$ cat src/sv/tor_pkg.sv
`timescale 1ns / 1ps
// ----------------------------------------------------------------------------
// tor_pkg
// Shared types and constants for the Telnet option refuser and line splitter.
// ----------------------------------------------------------------------------
package tor_pkg;

    localparam logic [7:0] CODE_IAC   = 8'd255;
    localparam logic [7:0] CODE_WILL  = 8'd251;
    localparam logic [7:0] CODE_WONT  = 8'd252;
    localparam logic [7:0] CODE_DO    = 8'd253;
    localparam logic [7:0] CODE_DONT  = 8'd254;
    localparam logic [7:0] CODE_CR    = 8'd13;
    localparam logic [7:0] CODE_LF    = 8'd10;
    localparam logic [7:0] IDLE_RESET = 8'd30;

    // Largest capacity that still fits the 7-bit position field
    localparam int POS_MAX = 127;

    typedef enum logic [2:0] {
        PS_NORMAL = 3'd0,
        PS_IAC    = 3'd1,
        PS_WILL   = 3'd2,
        PS_WONT   = 3'd3,
        PS_DO     = 3'd4,
        PS_DONT   = 3'd5
    } parse_state_t;

    typedef enum logic [2:0] {
        KIND_CHAR    = 3'd0,
        KIND_RESTART = 3'd1,
        KIND_EOL     = 3'd2,
        KIND_REPLY   = 3'd3,
        KIND_DROP    = 3'd4,
        KIND_CLOSE   = 3'd5
    } kind_t;

    typedef struct packed {
        kind_t      kind;
        logic [7:0] byte_value;
        logic [6:0] position;
        logic       last;
    } result_t;

endpackage

$ cat src/sv/telnet_option_refuser_line_splitter_top.sv
`timescale 1ns / 1ps
// ----------------------------------------------------------------------------
// telnet_option_refuser_line_splitter_top
// Telnet receive filter: strips IAC sequences, refuses all options, splits
// lines and closes idle connections.
// ----------------------------------------------------------------------------
// Usage:
//   Input channel (in_valid / in_stall) carries one beat per received byte
//   (func = 0, rx_byte) or per poll tick (func = 1). Output channel
//   (out_valid / out_stall) carries result beats: kind, byte_value, position,
//   and last, which marks the final beat caused by one input beat.
//   An input beat lands in an input register, is decoded from it, and
//   its zero to three results are pushed into a four-entry result queue.
//   Throughput is one input beat per cycle while each beat yields at most one
//   result and the receiver does not stall; a negotiation reply is three beats
//   and the output port drains one beat per cycle while out_stall is low.
//   The decode stage fires only when the queue holds at most one entry, so
//   in_stall is a function of registers only.
//   When the receiver stalls, the queue fills and in_stall rises; nothing is
//   dropped. cfg_wr_en/cfg_wr_data write idle_limit; write only while idle.
//   Reset clears the parser, line length, idle count and queue, and sets
//   idle_limit to 30. An idle close returns the parser to its reset state
//   but keeps idle_limit.
// ----------------------------------------------------------------------------
module telnet_option_refuser_line_splitter_top
    import tor_pkg::*;
#(
    parameter int LINE_CAPACITY = 80
)
(
    input  logic       clk,
    input  logic       rst_n,
    input  logic       cfg_wr_en,
    input  logic [7:0] cfg_wr_data,
    input  logic       in_valid,
    output logic       in_stall,
    input  logic       func,
    input  logic [7:0] rx_byte,
    output logic       out_valid,
    input  logic       out_stall,
    output logic [2:0] kind,
    output logic [7:0] byte_value,
    output logic [6:0] position,
    output logic       last
);

    localparam int         CAP_INT = (LINE_CAPACITY > POS_MAX) ? POS_MAX : LINE_CAPACITY;
    localparam logic [6:0] CAP     = 7'(CAP_INT);
    localparam int         QDEPTH  = 4;

    // Input register
    logic       stage_valid_reg;
    logic       stage_func_reg;
    logic [7:0] stage_byte_reg;

    // Block state
    parse_state_t parse_reg, parse_next;
    logic [6:0]   line_len_reg, line_len_next;
    logic [7:0]   idle_reg, idle_next;
    logic [7:0]   idle_limit_reg;

    // Result queue
    result_t    queue_mem [QDEPTH];
    logic [1:0] wr_ptr_reg;
    logic [1:0] rd_ptr_reg;
    logic [2:0] count_reg;

    logic       fire;
    logic       pop;
    logic       accept;
    logic       closing;
    logic [7:0] idle_inc;
    result_t    res [3];
    logic [1:0] res_n;

    assign fire   = stage_valid_reg && (count_reg <= 3'd1);
    assign in_stall = stage_valid_reg && !fire;
    assign accept = in_valid && !in_stall;
    assign pop    = out_valid && !out_stall;

    assign idle_inc = (idle_reg == 8'hFF) ? idle_reg : idle_reg + 8'd1;
    assign closing  = stage_func_reg && (idle_inc > idle_limit_reg);

    // Next parser state
    always_comb
    begin
        parse_next = PS_NORMAL;
        if (stage_func_reg) begin
            parse_next = closing ? PS_NORMAL : parse_reg;
        end else begin
            unique case (parse_reg)
                PS_IAC:
                begin
                    case (stage_byte_reg)
                        CODE_WILL: parse_next = PS_WILL;
                        CODE_WONT: parse_next = PS_WONT;
                        CODE_DO:   parse_next = PS_DO;
                        CODE_DONT: parse_next = PS_DONT;
                        default:   parse_next = PS_NORMAL;
                    endcase
                end
                PS_WILL, PS_WONT, PS_DO, PS_DONT:
                begin
                    parse_next = PS_NORMAL;
                end
                default:
                begin
                    parse_next = (stage_byte_reg == CODE_IAC) ? PS_IAC : PS_NORMAL;
                end
            endcase
        end
    end

    // Results, line length and idle count
    always_comb
    begin
        for (int k = 0; k < 3; k++) begin
            res[k] = '{kind: KIND_REPLY, byte_value: 8'd0, position: 7'd0, last: 1'b0};
        end
        res_n         = 2'd0;
        line_len_next = line_len_reg;
        idle_next     = 8'd0;

        if (stage_func_reg) begin
            idle_next = idle_inc;
            if (closing) begin
                res[0]        = '{kind: KIND_CLOSE, byte_value: 8'd0, position: 7'd0,
                                  last: 1'b1};
                res_n         = 2'd1;
                line_len_next = 7'd0;
                idle_next     = 8'd0;
            end
        end else begin
            unique case (parse_reg)
                PS_IAC:
                begin
                    if (stage_byte_reg == CODE_IAC) begin
                        res[0]        = '{kind: KIND_RESTART, byte_value: CODE_IAC,
                                          position: 7'd0, last: 1'b1};
                        res_n         = 2'd1;
                        line_len_next = 7'd1;
                    end
                end
                PS_WILL, PS_WONT, PS_DO, PS_DONT:
                begin
                    // Refuse: WILL/WONT -> DONT, DO/DONT -> WONT
                    res[0].byte_value = CODE_IAC;
                    res[1].byte_value = ((parse_reg == PS_WILL) || (parse_reg == PS_WONT))
                                        ? CODE_DONT : CODE_WONT;
                    res[2].byte_value = stage_byte_reg;
                    res[2].last       = 1'b1;
                    res_n             = 2'd3;
                end
                default:
                begin
                    if (stage_byte_reg == CODE_IAC || stage_byte_reg == CODE_CR) begin
                        res_n = 2'd0;
                    end else if (stage_byte_reg == CODE_LF) begin
                        res[0]        = '{kind: KIND_EOL, byte_value: CODE_LF,
                                          position: line_len_reg, last: 1'b1};
                        res_n         = 2'd1;
                        line_len_next = 7'd0;
                    end else if (line_len_reg >= CAP) begin
                        res[0] = '{kind: KIND_DROP, byte_value: stage_byte_reg,
                                   position: CAP, last: 1'b1};
                        res_n  = 2'd1;
                    end else begin
                        res[0]        = '{kind: KIND_CHAR, byte_value: stage_byte_reg,
                                          position: line_len_reg, last: 1'b1};
                        res_n         = 2'd1;
                        line_len_next = line_len_reg + 7'd1;
                    end
                end
            endcase
        end
    end

    // Control registers
    always_ff @(posedge clk or negedge rst_n)
    begin
        if (!rst_n) begin
            stage_valid_reg <= 1'b0;
            parse_reg       <= PS_NORMAL;
            line_len_reg    <= 7'd0;
            idle_reg        <= 8'd0;
            idle_limit_reg  <= IDLE_RESET;
            wr_ptr_reg      <= 2'd0;
            rd_ptr_reg      <= 2'd0;
            count_reg       <= 3'd0;
        end else begin
            if (cfg_wr_en) begin
                idle_limit_reg <= cfg_wr_data;
            end
            if (accept) begin
                stage_valid_reg <= 1'b1;
            end else if (fire) begin
                stage_valid_reg <= 1'b0;
            end
            if (fire) begin
                parse_reg    <= parse_next;
                line_len_reg <= line_len_next;
                idle_reg     <= idle_next;
                wr_ptr_reg   <= wr_ptr_reg + res_n;
            end
            if (pop) begin
                rd_ptr_reg <= rd_ptr_reg + 2'd1;
            end
            count_reg <= count_reg + (fire ? {1'b0, res_n} : 3'd0) - {2'b0, pop};
        end
    end

    // Payload registers
    always_ff @(posedge clk)
    begin
        if (accept) begin
            stage_func_reg <= func;
            stage_byte_reg <= rx_byte;
        end
        if (fire) begin
            for (int k = 0; k < 3; k++) begin
                if (2'(k) < res_n) begin
                    queue_mem[wr_ptr_reg + 2'(k)] <= res[k];
                end
            end
        end
    end

    assign out_valid  = (count_reg != 3'd0);
    assign kind       = queue_mem[rd_ptr_reg].kind;
    assign byte_value = queue_mem[rd_ptr_reg].byte_value;
    assign position   = queue_mem[rd_ptr_reg].position;
    assign last       = queue_mem[rd_ptr_reg].last;

`ifndef SYNTH
    a_queue_bound: assert property (@(posedge clk) disable iff (!rst_n)
        count_reg <= 3'(QDEPTH))
        else $error("result queue overflow");

    a_line_bound: assert property (@(posedge clk) disable iff (!rst_n)
        line_len_reg <= CAP)
        else $error("line length beyond capacity");

    a_close_clears: assert property (@(posedge clk) disable iff (!rst_n)
        fire && closing |=> (line_len_reg == 7'd0) && (idle_reg == 8'd0)
                            && (parse_reg == PS_NORMAL))
        else $error("idle close did not clear state");

    a_byte_clears_idle: assert property (@(posedge clk) disable iff (!rst_n)
        fire && !stage_func_reg |=> idle_reg == 8'd0)
        else $error("received byte did not clear idle count");

    a_empty_stage_ready: assert property (@(posedge clk) disable iff (!rst_n)
        !stage_valid_reg |-> !in_stall)
        else $error("stall with empty input register");
`endif

endmodule
$ cat config.mk
export PLATFORM = sky130hd
export DESIGN_NAME = telnet_option_refuser_line_splitter_top
export DESIGN_NICKNAME = d
export VERILOG_FILES = /design/src/sv/tor_pkg.sv /design/src/sv/telnet_option_refuser_line_splitter_top.sv
export SDC_FILE = /design/constraint.sdc
export NUM_CORES = 1
export LEC_CHECK = 0
export BUFFER_PORTS_ARGS = -buffer_cell sky130_fd_sc_hd__buf_2
export CAP_MARGIN = 20
export CORE_UTILIZATION = 61
export CTS_BUF_LIST = sky130_fd_sc_hd__clkbuf_16
export CTS_CLUSTER_SIZE = 10
export DETAILED_ROUTE_END_ITERATION = 7
export PLACE_DENSITY = 0.8
export SKIP_CTS_REPAIR_TIMING = 1
export SYNTH_ARGS = -nofsm -noshare
export SYNTH_HDL_FRONTEND = slang
export SYNTH_SLANG_ARGS = --single-unit
$ cat constraint.sdc
create_clock -name clk -period 4.65 [get_ports clk]
set_input_delay 0.6975 -clock clk [delete_from_list [all_inputs] [get_ports clk]]
set_output_delay 0.6975 -clock clk [all_outputs]
set_load 0.02 [all_outputs]
==> impl_metrics.csv <==
group,metric,value,unit
yosys,yosysWarnings,0,
yosys,ys_seq_area_share,48.8,%
place,placed_area,0.00647,mm2
routing,wl_per_cell,19.8,um
clocking,clockBufferDepth,2,
yosys,synth_edf_count,45,
cells_and_area,drive_gt1_share,20.5,%
place,gp_congestion,0.937,
timing,fin_ws,400,ps
routing,drt_wl_total,15.3,mm
timing,relSlewSlack,37.7,%
routing,vias,4980,
setup_path,crit_family,"simple AND/OR/NAND/NOR gates",
timing,tns,0,ps
job,maxCapViolations,0,
setup_path,cp_slowest_cell,"dfrtp_1",
power_and_ir_drop,p_leak,2.80,nW
place,place_worst_setup_slack,286,ps
power_and_ir_drop,ir_worst_vdd,290,uV
floorplan,chipHeight,103,um
timing,final_max_slew_viol_count,0,
min_path,hold_class,"input port to async pin",
setup_path,cp_max_fo,12,
setup_path,startpoint_type,"flip-flop",
clocking,path_clk_slew,60,ps
clocking,cts_buffers,17,
cells_and_area,areaGrowthSynthToFinish,14.1,%
yosys,synth_most_common_cell,"nand2_1",
setup_path,path_class,"flip-flop to flip-flop",
global_route,grt_pass1_wl,24.6,mm
timing,max_freq,235,MHz
timing,final-setup-viol-count,0,
outcome,status,"complete, no violations",
setup_path,cp_data_arrival_time,4540,ps
timing,finClkSkew,12.0,ps
setup_path,worst-path-buf-inv,4,
cells_and_area,n_fill_cell,726,
floorplan,core-area,0.00977,mm2
clocking,cts_root_buf,"clkbuf_16",
routing,vias_per_cell,6.46,
cells_and_area,fin_nets,663,
timing,period_share,91.4,%
floorplan,num_rows,36,
yosys,ys_types,67,
clocking,clock_latency,410,ps
global_route,overflow,0,
routing,first_pass_iters,5,
yosys,synth-main-ff-cell,"edfxtp_1",
clocking,cts_tree,"done",
power_and_ir_drop,power,0.00402,W
place,dp_hpwl,10.4,mm
cells_and_area,largest_reg_flops,76,
place,io_buffers,42,
yosys,syn_inst,579,
floorplan,die_w,103,um
floorplan,die-area,0.0105,mm2
yosys,async_flop_share,28.6,%
timing,final.min_clock_period,4250,ps
clocking,htree_levels,4,
cells_and_area,diodes,0,
cells_and_area,layout.area.seq,0.00301,mm2
global_route,grt_start_max_net_pins,35,
cells_and_area,final_area,0.00704,mm2
setup_path,crit_top_cell,"ha_1",
global_route,grt_pass1_vias,4889,
timing,worst_pin_slew,935,ps
timing,hold_viol,0,
global_route,antenna_found_initial,0,
timing,fin_hold_ws,363,ps
yosys,synthTopCellsByCount,"70 x nand2_1, 45 x edfxtp_1, 40 x dfxtp_1, 36 x o21ai_0, 30 x dfrtp_1",
floorplan,io_pins,43,
routing,drtIter0Drc,376,
yosys,synth_top_area_cell,"edfxtp_1",
yosys,ys_top_cells_by_area,"edfxtp_1 22%, dfxtp_1 13%, dfrtp_1 12%, mux4_2 6.9%, nand2_1 4.3%",
power_and_ir_drop,power_density,572,mW/mm2
setup_path,crit_chain,"ha_1 > and3_1 > and3_1 > nand3_2 > and3_1 > or2_2 > inv_1 > ha_1 > and4_1 > nand2_1 > a211o_1 > o211a_1 > inv_4 > nand2_1 > ha_1 > inv_1 > ha_1 > inv_1 > fa_1 > xor2_1 > xnor2_1",
yosys,synth_seq_cells,119,
routing,ant_nets,0,
global_route,grt_usage,31.5,%
setup_path,cp-end-kind,"flip-flop",
yosys,synth_area,0.00617,mm2
yosys,synth_top_area_share,21.9,%
cells_and_area,top_register,"queue_mem",
setup_path,required,4940,ps
setup_path,max_stage_delay,400,ps
clocking,cts_sinks,119,
cells_and_area,multiInputGateArea,0.00293,mm2
floorplan,start_util,63.1,%
timing,rsz0062_at_grt,"false",
routing,drc,0,
yosys,synth_nets,617,
yosys,postSynthAreaPerCell,10.6,um2
-- power breakdown --
group / internal (W) / total [W] / switching [W]
logic: 0.000551 / 0.00127 / 0.000721
registers: 0.00131 / 0.00156 / 0.000245
clock network: 0.000749 / 0.00120 / 0.000448
total: 0.00261 / 0.00402 / 0.00141
-- metrics by stage --
step	utilization (%)	instances
global route	72.0	771
floorplan	-	579
global placement	66.2	738
finish	72.0	771
detailed placement	66.2	738
CTS	71.8	770
-- per-layer routing --
layer  routed length, um  share of wire [%]  up-vias  track usage [%]
met4                 465                3.0        0             16.2
met2                7620                 50      275             52.1
met5                   0                  0        -                0
li1                    -                  -     2265                -
met3                1140                7.5       44             5.63
met1                6070                 40     2396             39.8
-- final timing paths --
check | from | end | slack [ps] | depth (start not counted)
worst max-delay path | idle_reg[0]$_DFFE_PN0P_ | count_reg[2]$_DFF_PN0_ | 400 | 21
worst min-delay path | rst_n | count_reg[0]$_DFF_PN0_ | 360 | 1
worst max register to register | idle_reg[0]$_DFFE_PN0P_ | count_reg[2]$_DFF_PN0_ | 400 | 21
worst min register to register | queue_mem[3][3]$_SDFFE_PP0N_ | queue_mem[3][3]$_SDFFE_PP0N_ | 470 | 2
max in group asynchronous | rst_n | line_len_reg[6]$_DFFE_PN0P_ | 3780 | 1
min in group clk | func | stage_func_reg$_DFFE_PP_ | 460 | 1
-- cell usage in the layout, fill, tap and decap left out, types with 4 or more instances in the layout --
cell / instances
nand3_1: 26
a31oi_1: 6
edfxtp_1: 45
o21ai_0: 35
o22ai_1: 13
o21a_1: 28
buf_2: 42
o221a_2: 4
nor3_1: 6
a21oi_1: 20
nor2b_1: 4
inv_1: 31
ha_1: 15
o32a_1: 4
mux4_2: 19
nor2_1: 29
buf_4: 7
clkinv_2: 5
and4_1: 5
nand2b_1: 7
dfxtp_1: 40
mux2i_1: 6
and2_1: 4
xnor2_1: 6
clkbuf_16: 18
and3_1: 7
dfstp_2: 4
o21ai_1: 16
o211ai_1: 22
nand2_1: 70
a21boi_0: 4
dfrtp_1: 30
mux2_2: 6
-- worst reg2reg max path, delay by kind of cell, from the launching register on --
| family | cells | cell delay (ps) |
|---|---|---|
| flip-flops | 1 | 400 |
| XOR/XNOR | 2 | 300 |
| AO/OA/AOI/OAI | 2 | 450 |
| buffers and inverters | 4 | 330 |
| AND/OR/NAND/NOR | 8 | 1580 |
| adder cells (fa/ha/maj) | 5 | 1090 |
-- cell families (layout without fill, tap and decap cells) --
group	after synthesis	in the layout	share of synthesized area, %
and+or+nand+nor	183	183	15.2
AOI/OAI and AO/OA	169	169	18.4
DFF	119	119	48.8
buffers and inverters	51	110	3.71
muxes	32	32	9.25
adders and majority gates	16	16	3.37
xor gates and xnor gates	9	9	1.28
-- final cells by class --
class / count / area share, %
clock buffer: 18 / 6.40
clock inverter: 14 / 1.33
inverter: 28 / 1.53
multi-input combinational: 409 / 41.7
sequential: 119 / 42.7
tap: 133 / 2.36
timing repair buffer: 50 / 3.95
(Power assumes the default switching activity.)
